`config.mk`:
```
export PLATFORM = sky130hd
export DESIGN_NAME = first_fit_heap_allocator
export DESIGN_NICKNAME = d
export VERILOG_FILES = /design/src/design/ffha_pkg.sv /design/src/design/ffha_ctrl.sv /design/src/design/ffha_datapath.sv /design/src/design/first_fit_heap_allocator.sv
export SDC_FILE = /design/constraint.sdc
export NUM_CORES = 2
export LEC_CHECK = 0
export BUFFER_PORTS_ARGS = -buffer_cell sky130_fd_sc_hd__buf_4
export CORE_ASPECT_RATIO = 0.75
export CORE_MARGIN = 5
export CORE_UTILIZATION = 35
export DETAILED_ROUTE_END_ITERATION = 12
export SLEW_MARGIN = 20
export SYNTH_ARGS = -nofsm -noshare
export SYNTH_HDL_FRONTEND = slang
export SYNTH_HIERARCHICAL = 1
export SYNTH_SLANG_ARGS = --single-unit
```
`constraint.sdc`:
```
create_clock -name clk -period 13.8 [get_ports clk]
set_clock_uncertainty 0.1 [all_clocks]
set_input_delay 0.69 -clock clk [delete_from_list [all_inputs] [get_ports clk]]
set_output_delay 0.69 -clock clk [all_outputs]
set_load 0.02 [all_outputs]
```
`src/design/ffha_pkg.sv`:
```
package ffha_pkg;

    // Arena geometry
    localparam int INIT_BYTES   = 4096;
    localparam int HEADER_BYTES = 40;
    localparam int ALIGN_BYTES  = 8;      // power of two
    localparam int ARENA_BYTES  = 65536;
    localparam int MAX_BLOCKS   = 64;

    localparam int AW = 17;   // arena addresses, sizes, limit
    localparam int XW = 19;   // room for request plus initial size plus alignment
    localparam int DW = 16;   // data address on the stream

    localparam logic [AW-1:0] LIMIT_RESET = AW'(65536);
    localparam logic [AW-1:0] ARENA_MAX   = AW'(ARENA_BYTES);
    localparam logic [AW-1:0] HDR         = AW'(HEADER_BYTES);
    localparam logic [XW-1:0] HDR_X       = XW'(HEADER_BYTES);
    localparam logic [XW-1:0] INIT_X      = XW'(INIT_BYTES);
    localparam logic [XW-1:0] ALIGN_MASK  = XW'(ALIGN_BYTES - 1);

    typedef enum logic [1:0] {
        ST_OK      = 2'd0,
        ST_OOM     = 2'd1,
        ST_DOUBLE  = 2'd2,
        ST_INVALID = 2'd3
    } status_t;

    typedef struct packed {
        logic          free;
        logic [AW-1:0] size;
        logic [AW-1:0] start;
    } entry_t;

    localparam entry_t ENTRY_RESET = '{
        free:  1'b1,
        size:  AW'(INIT_BYTES - HEADER_BYTES),
        start: '0
    };

    // controller to datapath
    typedef struct packed {
        logic    load;
        logic    scan;
        logic    grow;
        logic    take;
        logic    merge;
        logic    shift;
        logic    wr_split;
        logic    res_we;
        status_t res_code;
        logic    out_load;
    } cmd_t;

    // datapath to controller
    typedef struct packed {
        logic is_free;
        logic bad_addr;
        logic hit;
        logic miss;
        logic cur_free;
        logic split;
        logic grow_ok;
        logic sh_done;
    } stat_t;

    function automatic logic [XW-1:0] round_up(input logic [XW-1:0] n);
        round_up = (n + ALIGN_MASK) & ~ALIGN_MASK;
    endfunction

endpackage

```
`src/design/ffha_ctrl.sv`:
```
module ffha_ctrl
(
    input  logic                 clk,
    input  logic                 rst_n,
    input  logic                 s_tvalid,
    output logic                 s_tready,
    output logic                 m_tvalid,
    input  logic                 m_tready,
    input  ffha_pkg::stat_t      st,
    output ffha_pkg::cmd_t       cmd
);

    typedef enum logic [2:0] {
        S_IDLE,
        S_SCAN,
        S_GROW,
        S_TAKE,
        S_FNEXT,
        S_SHIFT,
        S_SPLIT,
        S_FIN
    } state_t;

    state_t state_reg, state_next;
    logic   grown_reg, grown_next;
    logic   m_tvalid_reg, m_tvalid_next;

    always_comb
    begin
        state_next = state_reg;
        grown_next = grown_reg;
        cmd        = '0;
        cmd.res_code = ffha_pkg::ST_OK;
        unique case (state_reg)
            S_IDLE:
            begin
                if (s_tvalid)
                begin
                    cmd.load   = 1'b1;
                    grown_next = 1'b0;
                    state_next = S_SCAN;
                end
            end
            S_SCAN:
            begin
                if (st.bad_addr)
                begin
                    cmd.res_we   = 1'b1;
                    cmd.res_code = ffha_pkg::ST_INVALID;
                    state_next   = S_FIN;
                end
                else
                begin
                    cmd.scan = 1'b1;
                    if (st.hit)
                        state_next = st.is_free ? S_FNEXT : S_TAKE;
                    else if (st.miss)
                    begin
                        if (st.is_free || grown_reg)
                        begin
                            cmd.res_we   = 1'b1;
                            cmd.res_code = st.is_free ? ffha_pkg::ST_INVALID
                                                      : ffha_pkg::ST_OOM;
                            state_next   = S_FIN;
                        end
                        else
                            state_next = S_GROW;
                    end
                end
            end
            S_GROW:
            begin
                if (st.grow_ok)
                begin
                    cmd.grow   = 1'b1;
                    grown_next = 1'b1;
                    state_next = S_SCAN;
                end
                else
                begin
                    cmd.res_we   = 1'b1;
                    cmd.res_code = ffha_pkg::ST_OOM;
                    state_next   = S_FIN;
                end
            end
            S_TAKE:
            begin
                cmd.take     = 1'b1;
                cmd.res_we   = 1'b1;
                cmd.res_code = ffha_pkg::ST_OK;
                state_next   = S_SHIFT;
            end
            S_FNEXT:
            begin
                cmd.res_we = 1'b1;
                if (st.cur_free)
                begin
                    cmd.res_code = ffha_pkg::ST_DOUBLE;
                    state_next   = S_FIN;
                end
                else
                begin
                    cmd.merge    = 1'b1;
                    cmd.res_code = ffha_pkg::ST_OK;
                    state_next   = S_SHIFT;
                end
            end
            S_SHIFT:
            begin
                cmd.shift = 1'b1;
                if (st.sh_done)
                    state_next = st.split ? S_SPLIT : S_FIN;
            end
            S_SPLIT:
            begin
                cmd.wr_split = 1'b1;
                state_next   = S_FIN;
            end
            S_FIN:
            begin
                if (!m_tvalid_reg || m_tready)
                begin
                    cmd.out_load = 1'b1;
                    state_next   = S_IDLE;
                end
            end
            default: state_next = S_IDLE;
        endcase
    end

    always_comb
    begin
        if (cmd.out_load)
            m_tvalid_next = 1'b1;
        else if (m_tready)
            m_tvalid_next = 1'b0;
        else
            m_tvalid_next = m_tvalid_reg;
    end

    always_ff @(posedge clk or negedge rst_n)
    begin
        if (!rst_n)
        begin
            state_reg    <= S_IDLE;
            grown_reg    <= 1'b0;
            m_tvalid_reg <= 1'b0;
        end
        else
        begin
            state_reg    <= state_next;
            grown_reg    <= grown_next;
            m_tvalid_reg <= m_tvalid_next;
        end
    end

    assign s_tready = (state_reg == S_IDLE);
    assign m_tvalid = m_tvalid_reg;

endmodule

```
`src/design/ffha_datapath.sv`:
```
module ffha_datapath
#(
    parameter int MAX_BLOCKS = ffha_pkg::MAX_BLOCKS
)
(
    input  logic                     clk,
    input  logic                     rst_n,
    input  logic [31:0]              s_tdata,
    input  logic [0:0]               s_tuser,
    input  logic                     cfg_we,
    input  logic [ffha_pkg::AW-1:0]  cfg_data,
    input  ffha_pkg::cmd_t           cmd,
    output ffha_pkg::stat_t          st,
    output logic [15:0]              m_tdata,
    output logic [1:0]               m_tuser
);

    localparam int IW = (MAX_BLOCKS > 1) ? $clog2(MAX_BLOCKS) : 1;
    localparam int CW = $clog2(MAX_BLOCKS + 1);
    localparam int AW = ffha_pkg::AW;
    localparam int XW = ffha_pkg::XW;
    localparam logic [CW-1:0] CNT_MAX = CW'(MAX_BLOCKS);
    localparam logic [CW-1:0] ONE     = CW'(1);

    // block table
    ffha_pkg::entry_t mem [MAX_BLOCKS];
    ffha_pkg::entry_t rdata_reg;
    logic             rd0_reg;
    logic             init_reg;

    // item and table state
    logic                    op_reg;
    logic                    bad_reg;
    logic [AW-1:0]           hdr_reg;
    logic [AW-1:0]           want_reg;
    logic [XW-1:0]           ext_reg;
    logic [CW-1:0]           cnt_reg;
    logic [AW-1:0]           end_reg;
    logic [AW-1:0]           limit_reg;

    // scan
    logic [CW-1:0]           idx_reg;
    logic                    chk_vld_reg;
    logic [CW-1:0]           chk_idx_reg;
    ffha_pkg::entry_t        cur_reg, prev_reg;
    logic [CW-1:0]           cur_idx_reg;

    // shift engine
    logic [CW-1:0]           src_reg, left_reg;
    logic                    up_reg;
    logic [1:0]              r_reg;
    logic                    pend_reg;
    logic [IW-1:0]           pend_dst_reg;
    logic                    split_reg;

    // result
    logic [15:0]             res_data_reg, out_data_reg;
    ffha_pkg::status_t       res_status_reg, out_status_reg;

    ffha_pkg::entry_t        ev;
    logic                    match, last;
    logic [AW-1:0]           lim;
    logic                    split_c;
    logic                    pf, nf;
    logic [1:0]              r_c;
    logic [CW-1:0]           b_c;
    logic [XW-1:0]           msize;
    logic [AW-1:0]           mstart;
    logic                    we;
    logic [IW-1:0]           wa, ra;
    ffha_pkg::entry_t        wd;
    logic [15:0]             in_req, in_addr;

    assign in_req  = s_tdata[15:0];
    assign in_addr = s_tdata[31:16];

    assign ev    = rd0_reg ? ffha_pkg::ENTRY_RESET : rdata_reg;
    assign match = op_reg ? (ev.start == hdr_reg)
                          : (ev.free && (ev.size >= want_reg));
    assign last  = (chk_idx_reg == cnt_reg - ONE);
    assign lim   = (limit_reg < ffha_pkg::ARENA_MAX) ? limit_reg : ffha_pkg::ARENA_MAX;

    assign split_c = (XW'(cur_reg.size) > XW'(want_reg) + ffha_pkg::HDR_X)
                     && (cnt_reg < CNT_MAX);

    // merge with free neighbors: ev holds the entry after the freed one
    assign pf     = (cur_idx_reg != '0) && prev_reg.free;
    assign nf     = ((cur_idx_reg + ONE) < cnt_reg) && ev.free;
    assign r_c    = {1'b0, pf} + {1'b0, nf};
    assign b_c    = pf ? cur_idx_reg - ONE : cur_idx_reg;
    assign mstart = pf ? prev_reg.start : cur_reg.start;
    assign msize  = XW'(cur_reg.size)
                  + (pf ? XW'(prev_reg.size) + ffha_pkg::HDR_X : '0)
                  + (nf ? XW'(ev.size) + ffha_pkg::HDR_X : '0);

    always_comb
    begin
        st.is_free  = op_reg;
        st.bad_addr = op_reg && bad_reg;
        st.hit      = chk_vld_reg && match;
        st.miss     = chk_vld_reg && !match && last;
        st.cur_free = cur_reg.free;
        st.split    = split_reg;
        st.grow_ok  = (end_reg <= lim)
                      && (ext_reg <= XW'(lim - end_reg))
                      && (cur_reg.free || (cnt_reg < CNT_MAX));
        st.sh_done  = (left_reg == '0) && !pend_reg;
    end

    // table write port
    always_comb
    begin
        we = 1'b0;
        wa = cur_idx_reg[IW-1:0];
        wd = cur_reg;
        if (cmd.take)
        begin
            we = 1'b1;
            wd = '{free: 1'b0, size: split_c ? want_reg : cur_reg.size,
                   start: cur_reg.start};
        end
        else if (cmd.grow)
        begin
            we = 1'b1;
            if (cur_reg.free)
                wd = '{free: 1'b1, size: AW'(XW'(cur_reg.size) + ext_reg),
                       start: cur_reg.start};
            else
            begin
                wa = cnt_reg[IW-1:0];
                wd = '{free: 1'b1, size: AW'(ext_reg - ffha_pkg::HDR_X),
                       start: end_reg};
            end
        end
        else if (cmd.merge)
        begin
            we = 1'b1;
            wa = b_c[IW-1:0];
            wd = '{free: 1'b1, size: AW'(msize), start: mstart};
        end
        else if (cmd.wr_split)
        begin
            we = 1'b1;
            wa = IW'(cur_idx_reg + ONE);
            wd = '{free: 1'b1,
                   size: cur_reg.size - want_reg - ffha_pkg::HDR,
                   start: cur_reg.start + ffha_pkg::HDR + want_reg};
        end
        else if (cmd.shift && pend_reg)
        begin
            we = 1'b1;
            wa = pend_dst_reg;
            wd = rdata_reg;
        end
    end

    assign ra = cmd.shift ? src_reg[IW-1:0] : idx_reg[IW-1:0];

    always_ff @(posedge clk)
    begin
        if (we)
            mem[wa] <= wd;
        rdata_reg <= mem[ra];
    end

    always_ff @(posedge clk or negedge rst_n)
    begin
        if (!rst_n)
        begin
            init_reg  <= 1'b1;
            rd0_reg   <= 1'b0;
            cnt_reg   <= ONE;
            end_reg   <= AW'(ffha_pkg::INIT_BYTES);
            limit_reg <= ffha_pkg::LIMIT_RESET;
        end
        else
        begin
            rd0_reg <= (ra == '0) && init_reg;
            if (we && (wa == '0))
                init_reg <= 1'b0;
            if (cfg_we)
                limit_reg <= cfg_data;
            if (cmd.take && split_c)
                cnt_reg <= cnt_reg + ONE;
            if (cmd.grow)
            begin
                end_reg <= AW'(XW'(end_reg) + ext_reg);
                if (!cur_reg.free)
                    cnt_reg <= cnt_reg + ONE;
            end
            if (cmd.merge)
                cnt_reg <= cnt_reg - CW'(r_c);
        end
    end

    always_ff @(posedge clk)
    begin
        if (cmd.load)
        begin
            op_reg      <= s_tuser[0];
            want_reg    <= AW'(ffha_pkg::round_up(XW'(in_req)));
            ext_reg     <= ffha_pkg::round_up(XW'(in_req) + ffha_pkg::INIT_X);
            hdr_reg     <= AW'(in_addr) - ffha_pkg::HDR;
            bad_reg     <= (AW'(in_addr) < ffha_pkg::HDR);
            idx_reg     <= '0;
            chk_vld_reg <= 1'b0;
        end
        if (cmd.grow)
        begin
            idx_reg     <= '0;
            chk_vld_reg <= 1'b0;
        end
        if (cmd.scan)
        begin
            idx_reg     <= idx_reg + ONE;
            chk_vld_reg <= 1'b1;
            chk_idx_reg <= idx_reg;
            if (chk_vld_reg)
            begin
                cur_reg     <= ev;
                cur_idx_reg <= chk_idx_reg;
                prev_reg    <= cur_reg;
            end
        end
        if (cmd.take)
        begin
            split_reg <= split_c;
            left_reg  <= split_c ? cnt_reg - ONE - cur_idx_reg : '0;
            src_reg   <= cnt_reg - ONE;
            up_reg    <= 1'b1;
            r_reg     <= 2'd1;
            pend_reg  <= 1'b0;
        end
        if (cmd.merge)
        begin
            split_reg <= 1'b0;
            left_reg  <= (r_c != 2'd0) ? cnt_reg - ONE - CW'(r_c) - b_c : '0;
            src_reg   <= b_c + ONE + CW'(r_c);
            up_reg    <= 1'b0;
            r_reg     <= r_c;
            pend_reg  <= 1'b0;
        end
        if (cmd.shift)
        begin
            pend_reg <= (left_reg != '0);
            if (left_reg != '0)
            begin
                left_reg     <= left_reg - ONE;
                src_reg      <= up_reg ? src_reg - ONE : src_reg + ONE;
                pend_dst_reg <= up_reg ? IW'(src_reg + ONE) : IW'(src_reg - CW'(r_reg));
            end
        end
        if (cmd.res_we)
        begin
            res_status_reg <= cmd.res_code;
            res_data_reg   <= cmd.take ? 16'(cur_reg.start + ffha_pkg::HDR) : '0;
        end
        if (cmd.out_load)
        begin
            out_data_reg   <= res_data_reg;
            out_status_reg <= res_status_reg;
        end
    end

    assign m_tdata = out_data_reg;
    assign m_tuser = out_status_reg;

endmodule

```
`src/design/first_fit_heap_allocator.sv`:
```
// First-fit heap allocator with coalescing over a byte arena.
// Input stream: s_tuser[0] is the operation (0 allocate, 1 free), s_tdata
// carries the request size and the data address being freed. Every item
// yields exactly one result item: m_tdata is the data address handed out
// (0 for frees and failures), m_tuser the status (ok, out of memory,
// double free, invalid free).
// An item walks the block table one entry per cycle through the table
// memory's single read port, then shifts entries one per cycle on a split
// or merge. An allocate that has to grow the arena scans the table twice.
// The block takes one item at a time; s_tready is high only while idle.
// Reset: the table holds one free block spanning the initial arena and the
// arena limit register returns to 65536. No clearing pass is needed.
// Receiver stall: the finished result sits in an output register, so a new
// item is accepted and processed while m_tvalid waits for m_tready; the
// block only holds when a second result is ready before the first is taken.
// cfg_we/cfg_data write the arena limit; write it only while idle.
module first_fit_heap_allocator
#(
    parameter int MAX_BLOCKS = ffha_pkg::MAX_BLOCKS
)
(
    input  logic                     clk,
    input  logic                     rst_n,
    input  logic                     s_tvalid,
    output logic                     s_tready,
    input  logic [31:0]              s_tdata,   // [15:0] request_size, [31:16] free_address
    input  logic [0:0]               s_tuser,   // [0] op
    output logic                     m_tvalid,
    input  logic                     m_tready,
    output logic [15:0]              m_tdata,   // [15:0] data_address
    output logic [1:0]               m_tuser,   // [1:0] status
    input  logic                     cfg_we,
    input  logic [ffha_pkg::AW-1:0]  cfg_data   // arena_limit
);

    ffha_pkg::cmd_t  cmd;
    ffha_pkg::stat_t st;

    // sequencer: scan, grow, take or merge, shift, split write, result hand-off
    ffha_ctrl u_ctrl
    (
        .clk      (clk),
        .rst_n    (rst_n),
        .s_tvalid (s_tvalid),
        .s_tready (s_tready),
        .m_tvalid (m_tvalid),
        .m_tready (m_tready),
        .st       (st),
        .cmd      (cmd)
    );

    // block table, arena registers and output register
    ffha_datapath
    #(
        .MAX_BLOCKS (MAX_BLOCKS)
    )
    u_datapath
    (
        .clk      (clk),
        .rst_n    (rst_n),
        .s_tdata  (s_tdata),
        .s_tuser  (s_tuser),
        .cfg_we   (cfg_we),
        .cfg_data (cfg_data),
        .cmd      (cmd),
        .st       (st),
        .m_tdata  (m_tdata),
        .m_tuser  (m_tuser)
    );

    // an accepted item leaves the block busy in the cycle after it is taken
    a_busy_after_accept: assert property (@(posedge clk) disable iff (!rst_n)
        (s_tvalid && s_tready) |=> !s_tready)
        else $error("input accepted on back-to-back cycles");

    // a scan check never reports hit and miss together
    a_hit_miss: assert property (@(posedge clk) disable iff (!rst_n)
        !(st.hit && st.miss))
        else $error("scan hit and miss at once");

    // the output register is loaded only when free or being drained
    a_out_free: assert property (@(posedge clk) disable iff (!rst_n)
        cmd.out_load |-> (!m_tvalid || m_tready))
        else $error("result overwritten before it was taken");

    // a failed result never carries an address
    a_zero_addr: assert property (@(posedge clk) disable iff (!rst_n)
        (m_tvalid && (m_tuser != ffha_pkg::ST_OK)) |-> (m_tdata == 16'd0))
        else $error("non-zero address on a failed result");

endmodule

```
==> run metrics <==
fin crit period 9.69 ns; Core Rows ~180; pin count of the biggest net entering global routing 140; top-area cell type share of the netlist area 68.3%; CTS tree yes; Worst Path Buf+Inv 4; Vias between 50,000 and 60,000; initial antenna violation count 28; Synth area leaders edfxtp_1, mux4_2, ha_1; Crit path largest cell delay 0.76 ns; cell with the most instances after synthesis edfxtp_1; Net count, final between 6,000 and 7,000; drt first-iter violations 7,358; Post-synth top cells edfxtp_1, mux4_2, nand2_1, nor2_1, inv_1; DIE WIDTH around 650 microns; PostCTS Resize Cnt 0; clk slew on worst S/H paths about 0.070 ns; Slew Viols, Final 0; crit path DAT 10.13 ns; Final TNS setup 0 ns; CP required between 10 and 15 ns; Tcrit/Tclk final between 70% and 80%; Sink Count between 2,000 and 3,000; Clock Tree Buf Depth 4; Max FO, Critical Path 25; Crit. End Element flop; area grow syn2layout 13.9%; first-pass GRT wire length around 430 mm; GRT Resource Usage Total between 10% and 20%; layout cells sized above 1 between 20% and 30%; H-tree Lvls 4; I/O pin count 75; Crit Path Category reg2reg; detailed placement HPWL between 150 and 200 mm; # setup viols final 0; Seq cells post-synth about 2,500; post-DR wirelength/cell about 29 microns; gpl congestion ~0.90; Hold Path Class in2reg; drt pass-1 iters 6; clock buffer count from CTS 234; Pwr Density about 270 nW/um^2; Slew HR 14.1%; Via density ~5.5; number of buffers added on ports 74; clock latency on the worst-skew pair between 0.8 and 0.9 ns; Max VDD drop approximately 0.28 mV; number of synthesized flops with an enable pin ~2,400; worst slew pin tran around 1.3 ns; RSZ-0062 raised after global routing false; GRT overflow 0; Post-Syn Instances ~6,000; Ys Warns 6; Post-Route WL around 300 mm; CP delay by family, top compound AO/OA/AOI/OAI gates; final total power roughly 33,000 uW; leading area contributor after synthesis edfxtp_1; average size of a mapped cell between 15 and 20 sq um; Leak ~0.039 uW; status finished, final reports clean; Distinct cells, synth between 90 and 100; ys flop type edfxtp_1; asr flop ratio synth 1.79%; Initial Utilization between 30% and 40%; DR DRC count 0; max reg flops approximately 2,200; Crit-path slowest cell a221oi_1; number of global-route vias before repair ~57,000; Die Ht 487 microns; startpoint type of the worst setup path flop; Synth Net Count 6,226; Peak Freq 0.103 GHz; post-synthesis sequential area ratio 70.3%; Root Buffer clkbuf_16; Final Hold Fails 0; Max-cap violations 0; core area around 300,000 sq um; Detail Route Antenna Nets 0; die area about 310,000 sq um; Synth Cell Area around 110,000 sq um
stage by stage:
stage	cells	utilization (%)	hold WS, ns	setup WS (ns)	cell area, sq um
3_5_place_dp	9975	37.4	0.306	4.32	113000
6_report	10400	40.0	0.0503	4.11	121000
2_1_floorplan	5959	-	0.294	4.11	106000
4_1_cts	10400	39.9	0.00252	4.24	121000
3_3_place_gp	9966	37.3	0.309	4.06	113000
5_1_grt	10400	40.0	0.0171	3.51	121000
path summary, 6_finish.rpt:
| path | start | end | slack [ns] | depth (start not counted) |
|---|---|---|---|---|
| max | u_datapath/limit_reg[16]$_DFFE_PN1P_ | u_datapath/mem[14][18]$_DFFE_PP_ | 4.11 | 31 |
| min | s_tdata[31] | u_datapath/hdr_reg[16]$_DFFE_PP_ | 0.05 | 2 |
| max reg2reg | u_datapath/limit_reg[16]$_DFFE_PN1P_ | u_datapath/mem[14][18]$_DFFE_PP_ | 4.11 | 31 |
| min reg2reg | u_datapath/res_data_reg[7]$_SDFFCE_PN0P_ | u_datapath/m_tdata[7]$_DFFE_PP_ | 0.33 | 0 |
| max in group asynchronous | rst_n | u_datapath/cnt_reg[2]$_DFF_PN0_ | 12.75 | 2 |
| min in group asynchronous | rst_n | u_datapath/limit_reg[1]$_DFFE_PN0P_ | 0.32 | 2 |
where the power goes:
part / switching, uW / internal, uW / leakage (uW)
logic: 10100 / 4690 / 0.0130
clock network: 2820 / 3550 / 0.00359
registers: 356 / 11100 / 0.0227
total: 13300 / 19300 / 0.0393
repair_timing:
item	4_1_cts	5_1_grt
buffers inserted	0	0
hold buffers	28	0
endpoints found under the hold margin	68	0
logic make-up (layout without fill, tap and decap cells):
| group | after synthesis | after routing | share of synthesized area (%) |
|---|---|---|---|
| AO/OA/AOI/OAI | 604 | 604 | 3.80 |
| XOR/XNOR | 209 | 209 | 1.73 |
| multiplexers | 800 | 800 | 14.6 |
| adder cells (fa/ha/maj) | 212 | 212 | 2.69 |
| buffers and inverters | 489 | 879 | 1.87 |
| other | 0 | 3 | 0 |
| flip-flops | 2510 | 2510 | 70.3 |
| AND/OR/NAND/NOR | 1135 | 1135 | 5.01 |
final cells by class:
type | instances | area (sq um)
flip-flops and latches | 2510 | 74600
inverters | 195 | 732
clock inverters | 131 | 1270
multi-input cells | 2960 | 30800
repair buffers | 268 | 2300
clock buffers | 285 | 6120
well taps | 4071 | 5090
diodes | 3 | 7.51
fillers | 27100 | 182000
worst reg2reg max path: cells and delay by family, from the launching register on:
family / cells / cell delay (ns)
and+or+nand+nor: 11 / 2.84
DFF: 1 / 0.73
adders and majority gates: 3 / 0.74
buffers and inverters: 4 / 1.10
AOI/OAI and AO/OA: 13 / 3.85
layout by cell type, fill, tap and decap left out, drive strengths merged, types with 61 or more instances in the layout:
master / Yosys / final
a21oi: 170 / 170
a311oi: 76 / 76
buf: 127 / 240
clkbuf: 167 / 285
clkinv: 2 / 91
edfxtp: 2414 / 2414
ha: 185 / 185
inv: 193 / 198
mux2i: 178 / 178
mux4: 594 / 594
nand2: 483 / 483
nand3: 114 / 114
nor2: 205 / 205
o21ai: 113 / 113
xnor2: 148 / 148
xor2: 61 / 61
per-layer routing:
| metal | GRT usage, % | vias to the layer above | part of all wire [%] |
|---|---|---|---|
| li1 | - | 24200 | - |
| met1 | 27.9 | 30400 | 44 |
| met2 | 26.5 | 2633 | 43 |
| met3 | 5.58 | 381 | 11 |
| met4 | 4.44 | 6 | 2.5 |
| met5 | 0 | - | 0.11 |
(Power assumes the default switching activity.)
